`src/rbst_pkg.sv`:
```
// Shared types and constants for the ray/box slab test pipeline.
// No dependencies.
`default_nettype none
package rbst_pkg;
	localparam int LANES = 6;
	localparam int AXES = 3;
	localparam int QBITS = 33;
	localparam logic signed [31:0] T_MAX = 32'sh7fffffff;
	localparam logic signed [31:0] T_MIN = 32'sh80000000;

	// one division in flight: partial remainder, dividend bits still to
	// shift in, quotient so far, divisor magnitude, sign and overflow
	typedef struct packed {
		logic [31:0] rem;
		logic [32:0] low;
		logic [32:0] q;
		logic [31:0] d;
		logic        neg;
		logic        ovf;
	} lane_t;

	// per axis flags that travel beside the divisions
	typedef struct packed {
		logic [2:0] zmiss;
		logic [2:0] zdir;
	} side_t;
endpackage
`default_nettype wire

```
`src/rbst_front.sv`:
```
// Input stage: slab differences, magnitudes and zero-direction checks.
// Depends on rbst_pkg.
`default_nettype none
module rbst_front import rbst_pkg::*; #(
	parameter int FRAC_BITS = 16
) (
	input  wire logic               clk,
	input  wire logic               en,
	input  wire logic signed [31:0] bmin [AXES],
	input  wire logic signed [31:0] bmax [AXES],
	input  wire logic signed [31:0] org  [AXES],
	input  wire logic signed [31:0] dir  [AXES],
	output lane_t                   lane_s1 [LANES],
	output side_t                   side_s1
);
	localparam int NW = QBITS + FRAC_BITS;

	lane_t lane_d [LANES];
	side_t side_d;

	// set up one unsigned division per slab plane
	always_comb begin
		for (int l = 0; l < LANES; l++) begin
			logic signed [32:0] diff;
			logic [32:0] mag;
			logic [NW-1:0] num;
			logic [31:0] dmag;
			logic [31:0] top;
			diff = (l % 2 == 1) ? ({bmax[l/2][31], bmax[l/2]} - {org[l/2][31], org[l/2]})
			                    : ({bmin[l/2][31], bmin[l/2]} - {org[l/2][31], org[l/2]});
			mag = diff[32] ? 33'(-diff) : 33'(diff);
			num = {mag, {FRAC_BITS{1'b0}}};
			dmag = dir[l/2][31] ? 32'(-dir[l/2]) : 32'(dir[l/2]);
			top = {{(32-FRAC_BITS){1'b0}}, num[NW-1:QBITS]};
			lane_d[l].ovf = (top >= dmag);
			lane_d[l].rem = top;
			lane_d[l].low = num[32:0];
			lane_d[l].q = '0;
			lane_d[l].d = dmag;
			lane_d[l].neg = diff[32] ^ dir[l/2][31];
		end
	end

	// zero direction: axis is free inside the slab, a miss outside
	always_comb begin
		for (int a = 0; a < AXES; a++) begin
			logic signed [31:0] lo, hi;
			lo = (bmin[a] < bmax[a]) ? bmin[a] : bmax[a];
			hi = (bmin[a] < bmax[a]) ? bmax[a] : bmin[a];
			side_d.zdir[a] = (dir[a] == 32'sd0);
			side_d.zmiss[a] = side_d.zdir[a] && ((org[a] < lo) || (org[a] > hi));
		end
	end

	always_ff @(posedge clk) begin
		if (en) begin
			lane_s1 <= lane_d;
			side_s1 <= side_d;
		end
	end
endmodule
`default_nettype wire

```
`config.mk`:
```
export PLATFORM = sky130hd
export DESIGN_NAME = rbst_front
export DESIGN_NICKNAME = d
export VERILOG_FILES = /design/src/rbst_pkg.sv /design/src/rbst_front.sv
export SDC_FILE = /design/constraint.sdc
export NUM_CORES = 2
export LEC_CHECK = 0
export ABC_AREA = 1
export BUFFER_PORTS_ARGS = -buffer_cell sky130_fd_sc_hd__buf_2
export CORE_AREA = 10 10 450 452
export CTS_CLUSTER_DIAMETER = 50
export CTS_CLUSTER_SIZE = 14
export DETAILED_ROUTE_END_ITERATION = 7
export DIE_AREA = 0 0 460 462
export PLACE_DENSITY_LB_ADDON = 0.1
export SYNTH_ARGS = -nofsm -noshare
export SYNTH_HDL_FRONTEND = slang
export SYNTH_SLANG_ARGS = --single-unit
```
`constraint.sdc`:
```
create_clock -name clk -period 4.6 [get_ports clk]
set_input_delay 0.23 -clock clk [delete_from_list [all_inputs] [get_ports clk]]
set_output_delay 0.23 -clock clk [all_outputs]
set_load 0.05 [all_outputs]
```
== After elaboration in Yosys (flattened, before gate mapping) ==
Index checks and enable logic that the tools add are counted.
Cells by class
  add/subtract/negate cells: 15
  magnitude comparators: 15
  mux-type cells: 15
  bitwise gates (word level): 6
  reductions and logical operators: 9
Operator list (count)
  $mux 32: 9
  $mux 33: 6
  $neg 33->33: 6
  $sub 32x32->33: 6
  $ge 16x32->1: 6
  $lt 32x32->1: 6
  $gt 32x32->1: 3
  $logic_not 32->1: 3
  $neg 32->32: 3
  $xor 1x1->1: 6
  $logic_and 1x1->1: 3
  $logic_or 1x1->1: 3
Storage, ports and cells
  register bits after elaboration: 312
  input port bits: 386
  output and inout bits: 798

== Logic depth before layout (Yosys ltp) ==
  depth in word-level cells: 5
  gate-level depth with buffers: 34
  gate-level depth less buffers: 34

== Worst setup path after synthesis ==
No wires, ideal clock.
  path type: input to register
  start: input port bmax[32] (netlist bit)
  end: register lane_s1[264] (netlist bit) (data pin)
  setup time: 0.258 ns
  arrival: 3.923 ns
  slack: 0.419 ns
  stages on the path: 26
  buffers on the path: 0
  cell sequence: inv_1 -> ha_1 -> fa_1 -> nand3b_1 -> nand2_1 -> a21oi_4 -> o21ai_2 -> a21oi_1 -> inv_1 -> nand2_1 -> nand2_1 -> xor2_1 -> nand2_1 -> nor2_1 -> nand3_1 -> o21ai_0 -> xor2_1 -> inv_1 -> ha_1 -> nand2_1 -> nor2_1 -> a2111oi_0 -> o221ai_1 -> a21o_1 -> a41oi_1 -> nor2_1
RTL lines
  start: declaration: RTL line rbst_front.sv:10  | input wire logic signed [31:0] bmax [AXES],
  end signal: assignment: RTL line rbst_front.sv:57  | lane_s1 <= lane_d;
  end: declaration: RTL line rbst_front.sv:13  | output lane_t lane_s1 [LANES],

==> qor.csv <==
metric;value;unit
syn_area_per_cell;7.28;um^2
yosys_warnings;0;
p_leak;30.5;nW
area_growth_syn_to_layout;39.2;%
total_power;22.5;mW
regArea;0.00937;mm^2
ant_nets;0;
final_cell_mix;nand2_1 (1119), buf_4 (1061), buf_2 (792);
fin_ws;250;ps
cts_tree;built;
synth_area_leaders;edfxtp_1 (22%), ha_1 (17%), nand2_1 (9.9%), buf_4 (8.6%), inv_1 (6.7%);
irDropWorstVdd;0.248;mV
routabilityCongestion;0.928;
timing.fmax;0.230;GHz
worst_pin_slew;782;ps
finish.utilization;0.307;
ctsLongestPathBuffers;3;
place_ws;-1010;ps
end_kind;flip-flop;
antenna_found_initial;40;
fin_nets;8711;
die_h;462;um
fin_crit;4350;ps
yosysUniqueCellTypes;75;
grt_pass1_wl;316;mm
ys_async_sr_fraction;0;
relSlewSlack;0.474;
syn_inst;5864;
hold_class;primary input to flip-flop;
die-area;0.213;mm^2
die_x;460;um
drt_first_pass_iters;5;
drt_iter0_drc;2544;
root_buffer;clkbuf_16;
first_global_vias;46156;
status;finished clean;
hold_depth;3;
setup_viol;0;
fillerInstances;21353;
multiInputGateArea;0.0281;mm^2
num_rows;162;
synth_largest_area_cell;edfxtp_1;
required;5090;ps
final_common_cell;nand2_1;
synth_top_area_frac;0.220;
grt_max_degree;73;
dp_hpwl;202;mm
overflow;0;
slew_viol_final;0;
routedWlPerCell;21.8;um
placedInstanceArea;0.0556;mm^2
clk_pin_slew_worst_paths;50;ps
cts_buffers;76;
synth_edf_count;312;
htree_levels;3;
fin_hold_ws;77.1;ps
port_buffers;793;
routed_wl;226;mm
critPathMaxFanout;3;
rsz0062_at_grt;true;
period_share;0.946;
powerDensity;380;mW/mm^2
vias_per_cell;4.32;
synth-seq-area-share;0.220;
critPathLaunchType;primary input;
drive_gt1_frac;0.280;
vias;44781;
grt_usage;0.202;
synth-seq-cells;312;
start_util;0.220;
drc;0;
core;0.194;mm^2
pin_count;1184;
synth_ff_type;edfxtp_1;
drv_cap;0;
cts_sinks;312;
hold_viol_final;0;
arrival;4840;ps
worstSetupPathType;primary input to flip-flop;
synth.cell_area;0.0427;mm^2
postLayoutCellArea;0.0594;mm^2
==> per-layer routing <==
| metal | up-vias | wire [um] | share of wire | GRT usage |
|---|---|---|---|---|
| met3 | 232 | 10000 | 0.044 | 0.0313 |
| li1 | 22544 | - | - | - |
| met4 | 8 | 6040 | 0.027 | 0.0560 |
| met1 | 20803 | 101000 | 0.45 | 0.256 |
| met5 | - | 53 | 0.00023 | 0 |
| met2 | 1194 | 109000 | 0.48 | 0.354 |
==> critical path: stages <==
cell	delay (ps)
buf_2	130
buf_4	130
ha_1	190
fa_1	410
inv_1	70
nand3_1	60
nand2_1	130
a21oi_2	100
buf_4	140
o21ai_1	260
buf_4	180
a21oi_1	100
o21bai_1	250
xor2_1	220
nand2_1	130
nor2_1	210
nand4_1	210
xnor2_1	190
a21oi_1	80
buf_4	150
ha_1	320
nand2_1	90
nor2_1	60
a2111oi_2	310
buf_4	170
o221ai_1	110
a21oi_1	140
nor2_1	60
==> cell usage after synthesis (all sizes together), types with 6 or more instances <==
| cell type | count |
|---|---|
| o211ai | 20 |
| o21bai | 19 |
| buf | 506 |
| a21oi | 438 |
| a21boi | 15 |
| o2111ai | 6 |
| xor2 | 307 |
| nor3 | 112 |
| mux2i | 6 |
| nor4 | 45 |
| nand3 | 204 |
| fa | 6 |
| inv | 783 |
| ha | 579 |
| xnor2 | 97 |
| nor2 | 533 |
| nand3b | 22 |
| or2 | 20 |
| nand2 | 1146 |
| o21a | 18 |
| a21o | 31 |
| a211oi | 22 |
| o221ai | 8 |
| nand4 | 103 |
| o31ai | 18 |
| a31oi | 12 |
| edfxtp | 312 |
| o21ai | 388 |
| clkbuf | 46 |
==> power breakdown <==
group,internal (mW),switching (mW)
combinational,4.15,8.32
sequential,3.89,0.398
clock,3.64,2.15
==> sequential cells by signal, indices dropped and copies added, names as in the netlist <==
register  flops
lane_s1     306
side_s1       6
==> area by class of cell <==
| class | instances | share of cell area |
|---|---|---|
| Antenna cell | 19 | 0.000800 |
| Clock buffer | 82 | 0.0324 |
| Clock inverter | 56 | 0.0126 |
| Inverter | 786 | 0.0497 |
| Multi-Input combinational cell | 4603 | 0.472 |
| Sequential cell | 312 | 0.158 |
| Tap cell | 2542 | 0.0535 |
| Timing Repair Buffer | 1961 | 0.221 |
==> worst paths after layout <==
path,to,startpoint,slack (ps)
setup / recovery,lane_s1[396],org[32],250
hold / removal,lane_s1[552],dir[86],80
==> stage by stage <==
step	std cells	setup TNS [ps]
global placement	10106	-5260
detailed placement	10106	-5090
global route	10354	-205
finish	10361	0
CTS	10340	0
floorplan	6253	0
==> what timing repair did <==
action | 4_1_cts | 5_1_grt
pin swaps | 0 | 2
setup endpoints to repair | 2 | 6
hold endpoints to repair | 103 | 0
hold buffers | 96 | 0
buffers inserted | 0 | 2
resized for setup | 4 | 31
==> cell families after synthesis <==
| kind of cell | count (synthesis) | synth area share |
|---|---|---|
| and+or+nand+nor | 2204 | 0.224 |
| buffers and inverters | 1338 | 0.161 |
| AOI/OAI and AO/OA | 1014 | 0.137 |
| adders and majority gates | 585 | 0.173 |
| xor gates and xnor gates | 404 | 0.0845 |
| DFF | 312 | 0.220 |
| muxes | 6 | 0.00141 |
| other | 1 | 0.0000879 |
(Power assumes the default switching activity.)
