===== src/rbst_pkg.sv =====
// Shared types and constants for the ray/box slab test pipeline.
// No dependencies.
`default_nettype none
package rbst_pkg;
	localparam int LANES = 6;
	localparam int AXES = 3;
	localparam int QBITS = 33;
	localparam logic signed [31:0] T_MAX = 32'sh7fffffff;
	localparam logic signed [31:0] T_MIN = 32'sh80000000;

	// one division in flight: partial remainder, dividend bits still to
	// shift in, quotient so far, divisor magnitude, sign and overflow
	typedef struct packed {
		logic [31:0] rem;
		logic [32:0] low;
		logic [32:0] q;
		logic [31:0] d;
		logic        neg;
		logic        ovf;
	} lane_t;

	// per axis flags that travel beside the divisions
	typedef struct packed {
		logic [2:0] zmiss;
		logic [2:0] zdir;
	} side_t;
endpackage
`default_nettype wire


===== src/rbst_resolve.sv =====
// Back end: saturate quotients, order slab bounds, intersect, decide hit.
// Depends on rbst_pkg.
`default_nettype none
module rbst_resolve import rbst_pkg::*; (
	input  wire logic clk,
	input  wire logic en,
	input  lane_t     lane_i [LANES],
	input  side_t     side_i,
	output logic      hit_s4
);
	logic signed [31:0] t_s1 [LANES];
	side_t              side_s1;
	logic signed [31:0] lo_s2 [AXES];
	logic signed [31:0] hi_s2 [AXES];
	logic               miss_s2, miss_s3;
	logic signed [31:0] mlo_s3, mhi_s3;

	logic signed [31:0] t_d [LANES];
	logic signed [31:0] lo_d [AXES];
	logic signed [31:0] hi_d [AXES];
	logic signed [31:0] mlo_d, mhi_d;

	// saturate to the signed 32-bit range
	always_comb begin
		for (int l = 0; l < LANES; l++) begin
			if (!lane_i[l].neg) begin
				t_d[l] = (lane_i[l].ovf || lane_i[l].q[32:31] != 2'b00) ? T_MAX
				         : $signed(lane_i[l].q[31:0]);
			end else begin
				t_d[l] = (lane_i[l].ovf || lane_i[l].q > 33'h080000000) ? T_MIN
				         : $signed(32'(-lane_i[l].q));
			end
		end
	end

	// order each pair; a free axis spans the full range
	always_comb begin
		for (int a = 0; a < AXES; a++) begin
			if (side_s1.zdir[a]) begin
				lo_d[a] = T_MIN;
				hi_d[a] = T_MAX;
			end else if (t_s1[2*a] > t_s1[2*a+1]) begin
				lo_d[a] = t_s1[2*a+1];
				hi_d[a] = t_s1[2*a];
			end else begin
				lo_d[a] = t_s1[2*a];
				hi_d[a] = t_s1[2*a+1];
			end
		end
	end

	// narrow to the common interval
	always_comb begin
		mlo_d = lo_s2[0];
		mhi_d = hi_s2[0];
		for (int a = 1; a < AXES; a++) begin
			if (lo_s2[a] > mlo_d) mlo_d = lo_s2[a];
			if (hi_s2[a] < mhi_d) mhi_d = hi_s2[a];
		end
	end

	always_ff @(posedge clk) begin
		if (en) begin
			t_s1 <= t_d;
			side_s1 <= side_i;
			lo_s2 <= lo_d;
			hi_s2 <= hi_d;
			miss_s2 <= |side_s1.zmiss;
			mlo_s3 <= mlo_d;
			mhi_s3 <= mhi_d;
			miss_s3 <= miss_s2;
			hit_s4 <= !miss_s3 && !(mlo_s3 > mhi_s3);
		end
	end
endmodule
`default_nettype wire


===== config.mk =====
export PLATFORM = sky130hd
export DESIGN_NAME = rbst_resolve
export DESIGN_NICKNAME = d
export VERILOG_FILES = /design/src/rbst_pkg.sv /design/src/rbst_resolve.sv
export SDC_FILE = /design/constraint.sdc
export NUM_CORES = 1
export LEC_CHECK = 0
export ABC_AREA = 1
export ABC_CLOCK_PERIOD_IN_PS = 5000
export BUFFER_PORTS_ARGS = -buffer_cell sky130_fd_sc_hd__buf_2
export CAP_MARGIN = 20
export CORE_AREA = 2 2 313 315
export CTS_CLUSTER_DIAMETER = 100
export CTS_CLUSTER_SIZE = 10
export DETAILED_ROUTE_END_ITERATION = 10
export DIE_AREA = 0 0 315 317
export HOLD_SLACK_MARGIN = 0.08
export SLEW_MARGIN = 30
export SYNTH_ARGS = -nofsm -noshare
export SYNTH_HDL_FRONTEND = slang
export SYNTH_SLANG_ARGS = --single-unit

===== constraint.sdc =====
create_clock -name clk -period 5 [get_ports clk]
set_input_delay 0.25 -clock clk [delete_from_list [all_inputs] [get_ports clk]]
set_output_delay 0.25 -clock clk [all_outputs]
set_load 0.02 [all_outputs]

# [Word level (Yosys, flattened, before mapping)]
# Cells that the tools add are included.
[word_totals] regBits=457 in_bits=800 out_inout_bits=1 elab_cells=89
[op_classes] add_sub_neg=6 n_lt_le_gt_ge=14 n_mux=28 n_reduce_logical=22
[ops] cell="$mux 32" count=28
[ops] cell="$gt 33x32->1 const B" count=6
[ops] cell="$gt 32x32->1" count=6
[ops] cell="$neg 32->32" count=6
[ops] cell="$lt 32x32->1" count=2
[ops] cell="$logic_or 1x1->1" count=12
[ops] cell="$reduce_bool 2->1" count=6
[ops] cell="$reduce_or 3->1" count=1
[ops] cell="$logic_not 1->1" count=2
[ops] cell="$logic_and 1x1->1" count=1

# [Longest topological paths before layout]
[logic_depth] ltp_word=4 depth_mapped=33 ltp_nobuf=31

# [Worst setup path after synthesis]
# No wires, ideal clock.
[synth_path] path_type="register to register" from="reg lo_s2[63] in the netlist's numbering" to="reg mlo_s3[0] (data pin)" setup_ns=0.267 arrival_ns=3.968 required_ns=4.733 setup_slack_ns=0.765 stages_incl_launch_ff=26 n_path_buf=3 synth_period_minus_slack_ns=4.235 path_cell_list="edfxtp_1 > ha_1 > nand2_1 > inv_1 > nand3_1 > nor3_1 > inv_1 > nor4_1 > o21ai_0 > nand3_1 > xnor2_1 > nand2_1 > clkbuf_1 > nand2_1 > o21ai_0 > ha_1 > nand4_1 > nor4_1 > inv_1 > nor4_1 > nand2_1 > a21oi_1 > nand3b_1 > buf_2 > buf_1 > o21ai_0"
[synth_between] elab_chain_cells=4
[synth_lines] item="from (decl)" line_no="rbst_resolve.sv:13" source="logic signed [31:0] lo_s2 [AXES];"
[synth_lines] item="from (signal assigned)" line_no="rbst_resolve.sv:66" source="lo_s2 <= lo_d;"
[synth_lines] item="$gt 32x32->1" line_no="rbst_resolve.sv:57" source="if (lo_s2[a] > mlo_d) mlo_d = lo_s2[a];"
[synth_lines] item="$mux 32 (*)" line_no="rbst_resolve.sv:57"
[synth_lines] item="$gt 32x32->1" line_no="rbst_resolve.sv:57"
[synth_lines] item="$mux 32 (*)" line_no="rbst_resolve.sv:57"
[synth_lines] item="via mlo_d[0]" line_no="rbst_resolve.sv:21" source="logic signed [31:0] mlo_d, mhi_d;"
[synth_lines] item="to (signal assigned)" line_no="rbst_resolve.sv:69" source="mlo_s3 <= mlo_d;"
[synth_lines] item="to (decl)" line_no="rbst_resolve.sv:16" source="logic signed [31:0] mlo_s3, mhi_s3;"
# Mark *: on every way through the listed nets, which the timed path passes. The rest lies on a longest branch.
# A chain may end at the register's enable or synchronous reset.

# [Worst setup path after layout]
[layout_path] from="reg lo_s2[71] in the netlist's numbering" to="reg mlo_s3[1] (data pin)"
# Same word-level chain as after synthesis.

==> flow_summary.ini <==
[run_status]
status = complete, no violations

[critical_path]
cp.arrival_ns = 5.20
critPathMaxStageDelay_ns = 0.48
required_ns = 5.36
cp-end-kind = register
critPathLaunchType = register
critPathKind = register to register
slowest_stage = edfxtp_1
crit_top_cell = buf_4
path_max_fanout = 20

[place]
preCtsSetupSlack_ns = -0.338
numPortBuffers = 218
dp_cells = 4824
place_hpwl_um = 70500
routabilityCongestion = 0.912

[timing]
fin_tns_setup_ns = 0
skew_ns = 0.0372
finalCritPeriodShare_pct = 96.9
slew_headroom_pct = 36.8
maxSlewViolCount = 0
fmax_mhz = 206
period_needed_ns = 4.85
finalHoldViolations = 0
setup_viol = 0
worst_pin_slew_ns = 0.947
setup_slack_ns = 0.155

[route]
wl_per_cell_um = 17.9
dr.pass1.iters = 5
via_count = 25190
postRouteAntennaNets = 0
viasPerCell = 5.04
drcViolationCount = 0
drt_iter0_markers = 1707
wl_um = 89500

[final_layout]
nets = 4773
final_cell_mix = nand2_1 (478), edfxtp_1 (457), inv_1 (448)
area_delta_synth_final_pct = 19.0
instances_no_fill = 5000
drive_gt1_share_pct = 14.2
final_common_cell = nand2_1

[clock_tree]
clkSlewWorstSetupHoldPaths_ns = 0.06
clock_path_buffers = 3
htree_num_levels = 2
cts_tree = built
numCtsBuffers = 52
ctsRootBufferMaster = clkbuf_16
clock-sinks = 457
clk_latency_ns = 0.62

[logic_synthesis]
synth_edf_count = 457
synth_area_um2 = 30400
ys_warn_count = 0
synth.avg_cell_area_um2 = 9.02
yosys.cell_types.count = 57
ys_seq_area_share_pct = 45.1
synthSimpleGateAreaFrac_pct = 15.8
synthCells = 3375
yosys_most_used_dff = edfxtp_1
ys_seq_elements = 457
synth_compound_area_share_pct = 16.5
synth-xor-area-share_pct = 4.29
synthMuxAreaShare_pct = 0
synth_top_family_by_area = compound AO/OA/AOI/OAI gates
async_reset_ff_share_pct = 0
syn_nets = 4435
synth_adder_area_share_pct = 10.7

[global_routing]
antenna_found_initial = 15
grt-ovfl-total = 0
grt_pass1_wl_um = 134000
grt_pass1_vias = 23299
grt_max_degree = 112
grt_use_total_pct = 17.4

[floorplan]
die_area_um2 = 99900
core_um2 = 96300
start_util_pct = 31.6
die_x_um = 315
chipHeight_um = 317
top_level_ports = 801
rows = 114

[power]
irDropWorstVdd_v = 0.000341
leakage_nw = 15.1
power_density_nw_per_um2 = 383

[job]
max-cap-violations = 0

[min_path]
hp-class = input pin to register
sequential cells by signal, summed over array words and instances (netlist names), 6 cells and up:
| signal | cells |
|---|---|
| mhi_s3 | 32 |
| t_s1 | 192 |
| hi_s2 | 96 |
| mlo_s3 | 32 |
| lo_s2 | 96 |
| side_s1 | 6 |
cells by family (layout without fill, tap and decap cells):
logic type               Yosys count  after routing
buffers and inverters            608            949
AO/OA/AOI/OAI                    893            893
AND/OR/NAND/NOR                 1008           1008
XOR/XNOR                         149            149
other                              0              8
adder cells (fa/ha/maj)          260            260
flip-flops                       457            457
layer usage:
metal	wire [um]	share of wire, %	GRT usage [%]
met2	43100	48	29.7
met4	1980	2.2	4.46
met5	67	0.075	0
met1	39300	44	23.0
met3	5020	5.6	2.72
final timing paths:
| path | from | to | slack (ns) | cells past startpoint |
|---|---|---|---|---|
| hold / removal | lane_i[132] | t_s1[63] | 0.11 | 3 |
| hold reg to reg | miss_s2 | miss_s3 | 0.43 | 0 |
| setup reg to reg | lo_s2[71] | mlo_s3[1] | 0.15 | 29 |
| setup / recovery | lo_s2[71] | mlo_s3[1] | 0.15 | 29 |
cell type report:
cell class,instances,area (um^2)
fillers,9586,60100
multi-input cells,2310,14700
flip-flops and latches,457,13700
repair buffers,419,3040
inverters,473,1780
well taps,1276,1600
clock buffers,52,1300
clock inverters,5,70.1
diodes,8,20.0
cell usage after synthesis (all sizes together), types with 2 or more instances:
library cell    n  area share (%)
inv           469             5.8
xor2          124             3.6
o21ai         430             7.1
a31oi           5            0.10
o21a           10            0.25
ha            260              11
buf            26            0.39
or2             5            0.11
nand3         159             2.9
o31ai           7            0.17
o211ai         73             1.8
edfxtp        457              45
nand2         486             6.0
and2            2           0.049
xnor2          25            0.72
o2bb2ai         5            0.14
o221ai         61             1.8
nand4          51             1.3
nor4           34            0.76
nor2          191             2.6
o21bai          2           0.049
a211oi         11            0.27
nor3           67             1.7
clkbuf        109             1.3
clkinv          4           0.053
a21oi         275             4.5
or3             3           0.062
nand3b          6            0.19
a221oi          2           0.058
and3            4           0.082
o2111ai         4            0.12
power breakdown:
group	switching (W)	leakage [nW]	internal [W]	total (W)
Clock	0.00145	0.666	0.00184	0.00329
Combinational	0.00310	9.98	0.00203	0.00513
Sequential	0.000358	4.46	0.00510	0.00546
critical path, delay by kind of cell, from the launching register on:
kind	cells	cell delay, ns
buf+inv	9	1.34
xor+xnor	1	0.19
flops	1	0.48
fa+ha+maj	2	0.54
compound gates	10	1.31
simple gates	7	0.74
timing repair:
action | CTS | global route
buffers inserted | 2 | 5
gates cloned | 1 | 2
setup endpoints to repair | 32 | 43
hold buffers | 101 | 0
pin swaps | 9 | 15
endpoints found under the hold margin | 101 | 0
resized for setup | 23 | 57
stage by stage:
step	area, um^2	util (%)	power (W)	hold slack [ns]
after global placement	33400	34.7	0.0101	0.409
after detailed placement	33400	34.7	0.0102	0.426
after floorplan	30400	-	0.00839	0.349
final	36200	37.6	0.0139	0.105
after global routing	36200	37.6	0.0148	0.101
after CTS	35900	37.2	0.0137	0.0803
Note: power is estimated with default switching activity, not from simulation.
