## src/rbst_pkg.sv

```systemverilog
// Shared types and constants for the ray/box slab test pipeline.
// No dependencies.
`default_nettype none
package rbst_pkg;
	localparam int LANES = 6;
	localparam int AXES = 3;
	localparam int QBITS = 33;
	localparam logic signed [31:0] T_MAX = 32'sh7fffffff;
	localparam logic signed [31:0] T_MIN = 32'sh80000000;

	// one division in flight: partial remainder, dividend bits still to
	// shift in, quotient so far, divisor magnitude, sign and overflow
	typedef struct packed {
		logic [31:0] rem;
		logic [32:0] low;
		logic [32:0] q;
		logic [31:0] d;
		logic        neg;
		logic        ovf;
	} lane_t;

	// per axis flags that travel beside the divisions
	typedef struct packed {
		logic [2:0] zmiss;
		logic [2:0] zdir;
	} side_t;
endpackage
`default_nettype wire

```

## src/rbst_div_step.sv

```systemverilog
// One restoring division step for all six lanes, registered.
// Depends on rbst_pkg.
`default_nettype none
module rbst_div_step import rbst_pkg::*; (
	input  wire logic clk,
	input  wire logic en,
	input  lane_t     lane_i [LANES],
	input  side_t     side_i,
	output lane_t     lane_q [LANES],
	output side_t     side_q
);
	lane_t lane_d [LANES];

	// shift in one dividend bit, subtract when it fits
	always_comb begin
		for (int l = 0; l < LANES; l++) begin
			logic [32:0] r;
			logic ge;
			r = {lane_i[l].rem, lane_i[l].low[32]};
			ge = (r >= {1'b0, lane_i[l].d});
			lane_d[l] = lane_i[l];
			lane_d[l].rem = ge ? 32'(r - {1'b0, lane_i[l].d}) : r[31:0];
			lane_d[l].low = {lane_i[l].low[31:0], 1'b0};
			lane_d[l].q = {lane_i[l].q[31:0], ge};
		end
	end

	always_ff @(posedge clk) begin
		if (en) begin
			lane_q <= lane_d;
			side_q <= side_i;
		end
	end
endmodule
`default_nettype wire

```

## config.mk

```make
export PLATFORM = sky130hd
export DESIGN_NAME = rbst_div_step
export DESIGN_NICKNAME = d
export VERILOG_FILES = /design/src/rbst_pkg.sv /design/src/rbst_div_step.sv
export SDC_FILE = /design/constraint.sdc
export NUM_CORES = 1
export LEC_CHECK = 0
export ABC_AREA = 1
export ABC_CLOCK_PERIOD_IN_PS = 3480
export BUFFER_PORTS_ARGS = -buffer_cell sky130_fd_sc_hd__buf_2
export CAP_MARGIN = 25
export CORE_AREA = 2 2 622 624
export CTS_BUF_LIST = sky130_fd_sc_hd__clkbuf_2
export DETAILED_ROUTE_END_ITERATION = 7
export DIE_AREA = 0 0 624 626
export PLACE_DENSITY_LB_ADDON = 0.05
export SYNTH_ARGS = -nofsm -noshare
export SYNTH_HDL_FRONTEND = slang
export SYNTH_SLANG_ARGS = --single-unit
```

## constraint.sdc

```tcl
create_clock -name clk -period 3.48 [get_ports clk]
set_input_delay 0.174 -clock clk [delete_from_list [all_inputs] [get_ports clk]]
set_output_delay 0.174 -clock clk [all_outputs]
set_load 0.01 [all_outputs]
```

==> impl_metrics.py, run 1 <==
metrics = {
    "placed_design": {
        "io_buffers": 1585,
        "dp_slack_ns": 0.420,
        "gp_congestion": 0.784,
        "hpwl_um": 248000,
        "dpl_cell_area_um2": 57100,
    },
    "synth": {
        "synthXorXnorAreaFrac_pct": 1.72,
        "synthCells": 4808,
        "ys_ff_latch": 792,
        "yosysUniqueCellTypes": 35,
        "synth_compound_area_share_pct": 1.68,
        "synth_top_family_by_area": "simple AND/OR/NAND/NOR gates",
        "synthSimpleGateAreaFrac_pct": 25.6,
        "synth_warnings": 0,
        "syn_area_um2": 42700,
        "synth_mux_area_share_pct": 0,
        "syn_area_per_cell_um2": 8.88,
        "seq_area_frac_synth_pct": 55.7,
        "synth-adder-area-share_pct": 5.91,
    },
    "clocking": {
        "post-cts-setup-buffers": 0,
        "clock_sinks": 792,
        "clockBufferDepth": 4,
        "numCtsBuffers": 279,
        "root_buffer": "clkbuf_2",
        "hold_buffers": 2383,
        "cts_resized": 2,
        "htree_num_levels": 5,
    },
    "floorplan": {
        "die_w_um": 624,
        "rows": 228,
        "start_util_pct": 11.1,
        "ios": 1598,
        "die_h_um": 626,
    },
    "status": {
        "status": "did not finish",
        "error_line": "[ERROR RSZ-0060] Max buffer count reached.",
        "stop_stage": "4_1_cts",
    },
}
-- cells in the mapped netlist --
master	count	area share (%)
xor2_1	77	1.6
nand3_1	362	4.2
o21ai_0	5	0.059
buf_12	2	0.094
nand4_1	16	0.23
nor2_2	22	0.32
nor3_1	41	0.48
nor2_4	4	0.11
nand2_1	1766	16
buf_4	9	0.16
fa_1	6	0.28
o21ai_1	1	0.012
and2_1	29	0.42
buf_2	37	0.43
inv_2	14	0.12
nand3b_1	22	0.39
inv_1	932	8.2
edfxtp_1	792	56
nand2_8	4	0.19
nand3b_4	1	0.047
xnor2_1	7	0.14
nand3b_2	3	0.079
conb_1	1	0.0088
o21bai_1	10	0.18
buf_6	16	0.42
nor3_2	6	0.14
or2_2	3	0.044
nand3_2	19	0.45
nand2_2	40	0.59
ha_1	192	5.6
nand2_4	8	0.21
a21oi_1	118	1.4
a21o_1	2	0.035
nor2_1	240	2.1
a21oi_2	1	0.021
-- logic make-up after synthesis --
family,count (synthesis)
fa+ha+maj,198
flops,792
other cells,1
simple gates,2586
compound gates,137
xor+xnor,84
buf+inv,1010
-- stage by stage --
step,hold WS [ns],cells
after global placement,0.351,11500
after floorplan,0.273,4813
after detailed placement,0.352,11500
==> run 2: changes to the inputs <==
Settings changed: CORE_AREA 2 2 622 624 to 2 2 630 632, CTS_BUF_LIST sky130_fd_sc_hd__clkbuf_2 to unset, DIE_AREA 0 0 624 626 to 0 0 632 634, PLACE_DENSITY_LB_ADDON 0.05 to 0.15.
==> run 2 against run 1 <==
  * Area after synthesis did not move
  * The flow now finishes without violations
  * Synthesized cell count unchanged
==> impl_metrics.py, run 2 <==
metrics = {
    "floorplan": {
        "ios": 1598,
        "die_h_um": 634,
        "rows": 231,
        "core-area_um2": 394000,
        "start_util_pct": 10.8,
        "die-area_um2": 401000,
        "die_w_um": 632,
    },
    "detailed_routing": {
        "drc": 0,
        "dr_total_vias": 43200,
        "wl_met1_um": 112000,
        "drt_pre_antenna_iters": 5,
        "highest_layer": "met5",
        "ant_nets": 0,
        "routedWlPerCell_um": 22.4,
        "routed-wl-met3_um": 17300,
        "drt-total-wl_um": 292000,
        "avgViaCountPerCell": 3.32,
        "met2WireLength_um": 152000,
        "drt_iter0_drc": 2044,
    },
    "synth": {
        "synth.area.top_cells": "edfxtp_1 (56%), nand2_1 (16%), inv_1 (8.2%), ha_1 (5.6%), nand3_1 (4.2%)",
        "ys.flop_type": "edfxtp_1",
        "synth_top_area_share_pct": 55.7,
        "syn_area_um2": 42700,
        "syn_area_per_cell_um2": 8.88,
        "seq_area_frac_synth_pct": 55.7,
        "synth_edf_count": 792,
        "yosysUniqueCellTypes": 35,
        "yosys-top-cells-count": "nand2_1 (1766), inv_1 (932), edfxtp_1 (792)",
        "ys_ff_latch": 792,
        "synthCells": 4808,
        "post-synth-top-area-cell": "edfxtp_1",
        "synth_most_common_cell": "nand2_1",
        "async_reset_ff_share_pct": 0,
        "synth_warnings": 0,
    },
    "clocking": {
        "clockBufferDepth": 4,
        "clk_pin_slew_ns": 0.06,
        "root_buffer": "clkbuf_16",
        "numCtsBuffers": 113,
        "cts_tree": "done",
        "htree_num_levels": 3,
        "clock_sinks": 792,
    },
    "timing": {
        "rsz0062_at_grt": "false",
        "max_freq_mhz": 344,
        "tns_ns": 0,
        "slew_violations": 0,
        "relSlewSlack_pct": 54.3,
        "worst_pin_slew_ns": 0.685,
        "fin_ws_ns": 0.569,
        "hold_violations": 0,
        "timing.final.crit_share_pct": 83.7,
        "layout_min_cycle_time_ns": 2.91,
        "setup_viol": 0,
    },
    "power": {
        "power_density_nw_per_um2": 435,
        "p_leak_nw": 34.2,
        "irDropWorstVdd_v": 0.000404,
    },
    "global_routing": {
        "grt_pass1_vias": 44700,
        "grt_start_max_net_pins": 82,
        "grt_pass1_wl_um": 383000,
        "gr-usage-all-layers_pct": 13.9,
        "antenna_found_initial": 115,
        "overflow": 0,
    },
    "status": {
        "status": "complete, no violations",
    },
    "final_layout": {
        "syn_to_final_growth_pct": 69.8,
        "regMostFlops": "lane_q",
        "fin_nets": 8651,
        "final_cell_mix": "nand2_1 (1766), buf_2 (1584), dlygate4sd3_1 (1144)",
        "fill_cells": 44600,
        "drive_gt1_share_pct": 25.1,
        "final_common_cell": "nand2_1",
        "top_regs": "lane_q (786), side_q (6)",
        "largest_reg_flops": 786,
    },
    "placed_design": {
        "dp_slack_ns": 0.654,
        "gp_congestion": 0.845,
        "io_buffers": 1585,
        "hpwl_um": 247000,
    },
    "critical_path": {
        "crit_required_ns": 4.19,
        "endpoint_kind": "flip-flop",
        "start_kind": "input port",
        "crit_fanout": 33,
        "crit_arrival_ns": 3.62,
        "crit_type": "in2reg",
    },
    "worst_hold_path": {
        "hp-class": "in2reg",
    },
    "run": {
        "cap_violations": 0,
    },
}
[run 2: cell counts after synthesis]
Identical to the previous run, type by type.
[run 2: cells by family after synthesis]
group                    count (synthesis)  synth area share [%]
AO/OA/AOI/OAI                          137                  1.68
buffers and inverters                 1010                  9.42
adder cells (fa/ha/maj)                198                  5.91
XOR/XNOR                                84                  1.72
flip-flops                             792                  55.7
other                                    1               0.00878
AND/OR/NAND/NOR                       2586                  25.6
[run 2: worst paths after layout]
| path | end | depth (start not counted) | start |
|---|---|---|---|
| setup / recovery | lane_q[762] | 15 | lane_i[679] |
| hold / removal | lane_q[614] | 2 | lane_i[613] |
[run 2: timing repair]
| action | in CTS | in global routing |
|---|---|---|
| endpoints found under the hold margin | 852 | 0 |
| gates resized for setup | 0 | 0 |
| setup buffers | 0 | 0 |
| hold buffers | 1144 | 0 |
[run 2: report_power, final]
group	total, mW	internal (mW)	leakage [nW]	switching, mW
clock network	11.8	6.73	1.76	5.04
registers	12.1	11.6	7.75	0.439
logic	7.74	2.90	24.7	4.84
total	31.6	21.3	34.2	10.3
[run 2: final cells by class]
type / count / area, um^2 / area share [%]
well taps: 5242 / 6560 / 9.04
repair buffers: 2789 / 20000 / 27.6
clock inverters: 78 / 727 / 1.00
diodes: 27 / 67.6 / 0.0932
inverters: 946 / 3550 / 4.90
multi-input cells: 3011 / 14900 / 20.6
flip-flops and latches: 792 / 23800 / 32.8
clock buffers: 127 / 2900 / 4.00
[run 2: metrics by stage]
step / cell area, um^2 / hold WS, ns / utilization, % / cells / total power [mW]
floorplan: 42700 / 0.273 / - / 4813 / 15.1
global placement: 57400 / 0.351 / 14.6 / 11600 / 19.1
detailed placement: 57400 / 0.352 / 14.6 / 11600 / 19.1
CTS: 72500 / 0.000493 / 18.4 / 13000 / 32.5
global route: 72500 / 0.0129 / 18.4 / 13000 / 33.3
finish: 72500 / 0.0893 / 18.4 / 13000 / 31.6
[run 2: worst max-delay path, stage by stage]
cell,delay (ns)
dlygate4sd3_1,0.59
buf_2,0.15
inv_1,0.12
ha_1,0.44
nand2_1,0.17
nor2_1,0.19
inv_2,0.06
nor2_2,0.12
inv_2,0.05
nor3_2,0.17
nand2_4,0.21
nand2_4,0.40
nand2_1,0.10
nand2_1,0.08
dlygate4sd3_1,0.56
[run 2: per-layer routing]
layer	up-vias	GRT usage [%]
met5	-	0
met4	34	4.28
met3	356	3.21
met2	1319	26.2
met1	20500	15.3
li1	21000	-
(Power assumes the default switching activity.)
==> run 3: changes to the inputs <==
Settings changed: ABC_AREA 1 to 0, ABC_CLOCK_PERIOD_IN_PS 3480 to 2700, CORE_AREA 2 2 630 632 to 2 2 618 620, DIE_AREA 0 0 632 634 to 0 0 620 622.
Clock period 3.48 ns to 2.7 ns, I/O delays scaled along.
==> run 3 against run 2 <==
  * The run now ends with negative hold slack left
  * Highest routed layer unchanged
  * Total power increased by 32%
  * Global-route usage decreased by 0.76 points
  * Sequential share of layout area decreased by 0.55 points
  * Critical path depth unchanged
  * Synthesized cell count decreased by 43%
  * Non-clock buffer count increased by 737
  * Clock power increased by 31%
  * Final area increased by 1.7%
  * Via count decreased by 14%
  * Setup slack got worse by 0.57 ns
  * Combinational power increased by 40%
  * Count of clock-buffer cells in the layout increased by 6
==> impl_metrics.py, run 3 <==
metrics = {
    "detailed_routing": {
        "drc": 0,
        "routedWlPerCell_um": 23.3,
        "drt_pre_antenna_iters": 5,
        "drt-total-wl_um": 267000,
        "drt_iter0_drc": 1999,
        "avgViaCountPerCell": 3.26,
        "ant_nets": 0,
        "dr_total_vias": 37300,
    },
    "placed_design": {
        "hpwl_um": 224000,
        "io_buffers": 1585,
        "gp_congestion": 0.910,
    },
    "synth": {
        "synth_mux_area_share_pct": 2.96,
        "synthXorXnorAreaFrac_pct": 3.74,
        "synth_compound_area_share_pct": 11.3,
        "ys_ff_latch": 792,
        "synth_top_area_share_pct": 65.0,
        "seq_area_frac_synth_pct": 65.0,
        "post-synth-top-area-cell": "edfxtp_1",
        "async_reset_ff_share_pct": 0,
        "ys.flop_type": "edfxtp_1",
        "synthSimpleGateAreaFrac_pct": 6.60,
        "synth_top_family_by_area": "compound AO/OA/AOI/OAI gates",
        "synth_warnings": 0,
        "synth_edf_count": 792,
        "synthCells": 2721,
        "synth_most_common_cell": "edfxtp_1",
        "yosys-top-cells-count": "edfxtp_1 (792), inv_1 (245), a21oi_1 (212)",
        "syn_area_per_cell_um2": 13.4,
        "synth-adder-area-share_pct": 6.90,
        "syn_area_um2": 36600,
        "yosysUniqueCellTypes": 77,
        "synth.area.top_cells": "edfxtp_1 (65%), ha_1 (6.6%), a21oi_1 (2.9%), inv_1 (2.5%), xnor2_1 (2.2%)",
    },
    "global_routing": {
        "grt_start_max_net_pins": 106,
        "antenna_found_initial": 117,
        "grt_pass1_wl_um": 346000,
        "gr-usage-all-layers_pct": 13.2,
        "overflow": 0,
        "grt_pass1_vias": 39300,
    },
    "critical_path": {
        "crit_arrival_ns": 3.29,
        "crit_path_top_delay_cell": "dlygate4sd3_1",
        "start_kind": "input port",
        "crit_type": "in2reg",
        "cp_slowest_stage_delay_ns": 0.56,
        "crit_fanout": 2,
        "endpoint_kind": "flip-flop",
        "crit_chain": "dlygate4sd3_1 -> buf_2 -> ha_1 -> buf_4 -> o21a_1 -> a2111oi_0 -> nor2_1 -> o21ai_2 -> buf_4 -> buf_4 -> a21oi_1 -> o21a_1 -> o21a_1 -> or3_1 -> a31o_2",
        "crit_required_ns": 3.29,
    },
    "final_layout": {
        "fin_nets": 7295,
        "largest_reg_flops": 786,
        "top_regs": "lane_q (786), side_q (6)",
        "final_cell_mix": "buf_2 (1559), dlygate4sd3_1 (1251), edfxtp_1 (792)",
        "final_common_cell": "buf_2",
        "syn_to_final_growth_pct": 102,
        "regMostFlops": "lane_q",
        "fill_cells": 41900,
        "post-route-util_pct": 19.5,
        "drive_gt1_share_pct": 41.7,
    },
    "floorplan": {
        "start_util_pct": 9.67,
        "rows": 226,
        "die_h_um": 622,
        "core-area_um2": 378000,
        "die-area_um2": 386000,
        "ios": 1598,
        "die_w_um": 620,
    },
    "timing": {
        "timing.final.crit_share_pct": 100,
        "max_freq_mhz": 370,
        "fin_hold_ws_ns": -0.468,
        "worst_pin_slew_ns": 0.837,
        "slew_violations": 0,
        "relSlewSlack_pct": 44.2,
        "tns_ns": 0,
        "layout_min_cycle_time_ns": 2.70,
        "setup_viol": 0,
        "hold_violations": 11,
        "rsz0062_at_grt": "true",
    },
    "power": {
        "p_leak_nw": 31.4,
        "irDropWorstVdd_v": 0.000570,
        "power_density_nw_per_um2": 567,
    },
    "status": {
        "violations": "negative hold slack",
        "status": "finished with violations",
    },
    "clocking": {
        "htree_num_levels": 3,
        "numCtsBuffers": 117,
        "clockBufferDepth": 4,
        "root_buffer": "clkbuf_16",
        "cts_tree": "done",
        "clk_pin_slew_ns": 0.07,
        "clock_sinks": 792,
    },
    "worst_hold_path": {
        "worstHoldPathCells": 1,
        "hp-class": "in2reg",
    },
    "run": {
        "cap_violations": 0,
    },
}
-- run 3: cell types whose count changed after synthesis, sizes merged, moves of 32 or more --
cell	before	now
a21o	2	100
a21oi	119	213
buf	64	21
clkbuf	0	53
inv	946	245
mux2	0	81
nand2	1818	159
nand3	381	33
nor2	266	134
o21a	0	32
o21ai	6	156
xnor2	7	90
-- run 3: report_power, final --
| part | switching [mW] | total (mW) | internal, mW |
|---|---|---|---|
| clock network | 6.64 | 15.4 | 8.74 |
| registers | 0.583 | 15.6 | 15.0 |
| logic | 5.63 | 10.8 | 5.18 |
| total | 12.9 | 41.8 | 28.9 |
-- run 3: kinds of logic after synthesis --
| group | Yosys count |
|---|---|
| DFF | 792 |
| muxes | 88 |
| xor gates and xnor gates | 156 |
| AOI/OAI and AO/OA | 658 |
| other | 1 |
| buffers and inverters | 319 |
| and+or+nand+nor | 509 |
| adders and majority gates | 198 |
-- run 3: layer usage --
metal	wire (um)	track usage, %	up-vias
met5	93	0	-
met4	7620	3.35	14
met3	20000	3.80	378
met2	133000	23.6	1250
met1	106000	15.2	18300
li1	-	-	17400
-- run 3: area by class of cell --
type                            instances  area [um^2]  share of cell area, %
Timing Repair Buffer                 3526        26400                   35.8
Sequential cell                       792        23800                   32.2
Multi-Input combinational cell       1615        12600                   17.1
Tap cell                             5016         6280                   8.51
Clock buffer                          133         3010                   4.08
Inverter                              245          946                   1.28
Clock inverter                         80          682                  0.924
Antenna cell                           24         60.1                 0.0814
-- run 3: worst max-delay path: cells and delay by family --
kind / cells / cell delay (ns)
fa+ha+maj: 1 / 0.30
compound gates: 7 / 1.33
simple gates: 2 / 0.42
buf+inv: 5 / 1.10
-- run 3: per-stage QoR --
stage          setup slack, ns  cells  power [mW]  area, um^2
6_report              0.000165  11400        41.8       73800
4_1_cts              0.0000899  11400        42.6       72400
3_5_place_dp             -1.09   9908        25.0       56200
5_1_grt                -0.0475  11400        44.0       73700
3_3_place_gp             -1.08   9908        25.1       56200
2_1_floorplan           -0.245   2726        19.1       37000
-- run 3: final timing paths --
kind | startpoint | end | slack, ns
max | lane_i[508] | lane_q[518] | 0.0002
min | lane_i[134] | lane_q[134] | -0.47
-- run 3: repair_timing --
action                                 in CTS  in global routing
gates cloned                                0                  9
hold buffers                             1249                 32
resized for setup                           4                176
setup buffers                               0                 20
endpoints found under the hold margin     931                 41
pin swaps                                   0                 30
setup endpoints to repair                   2                159
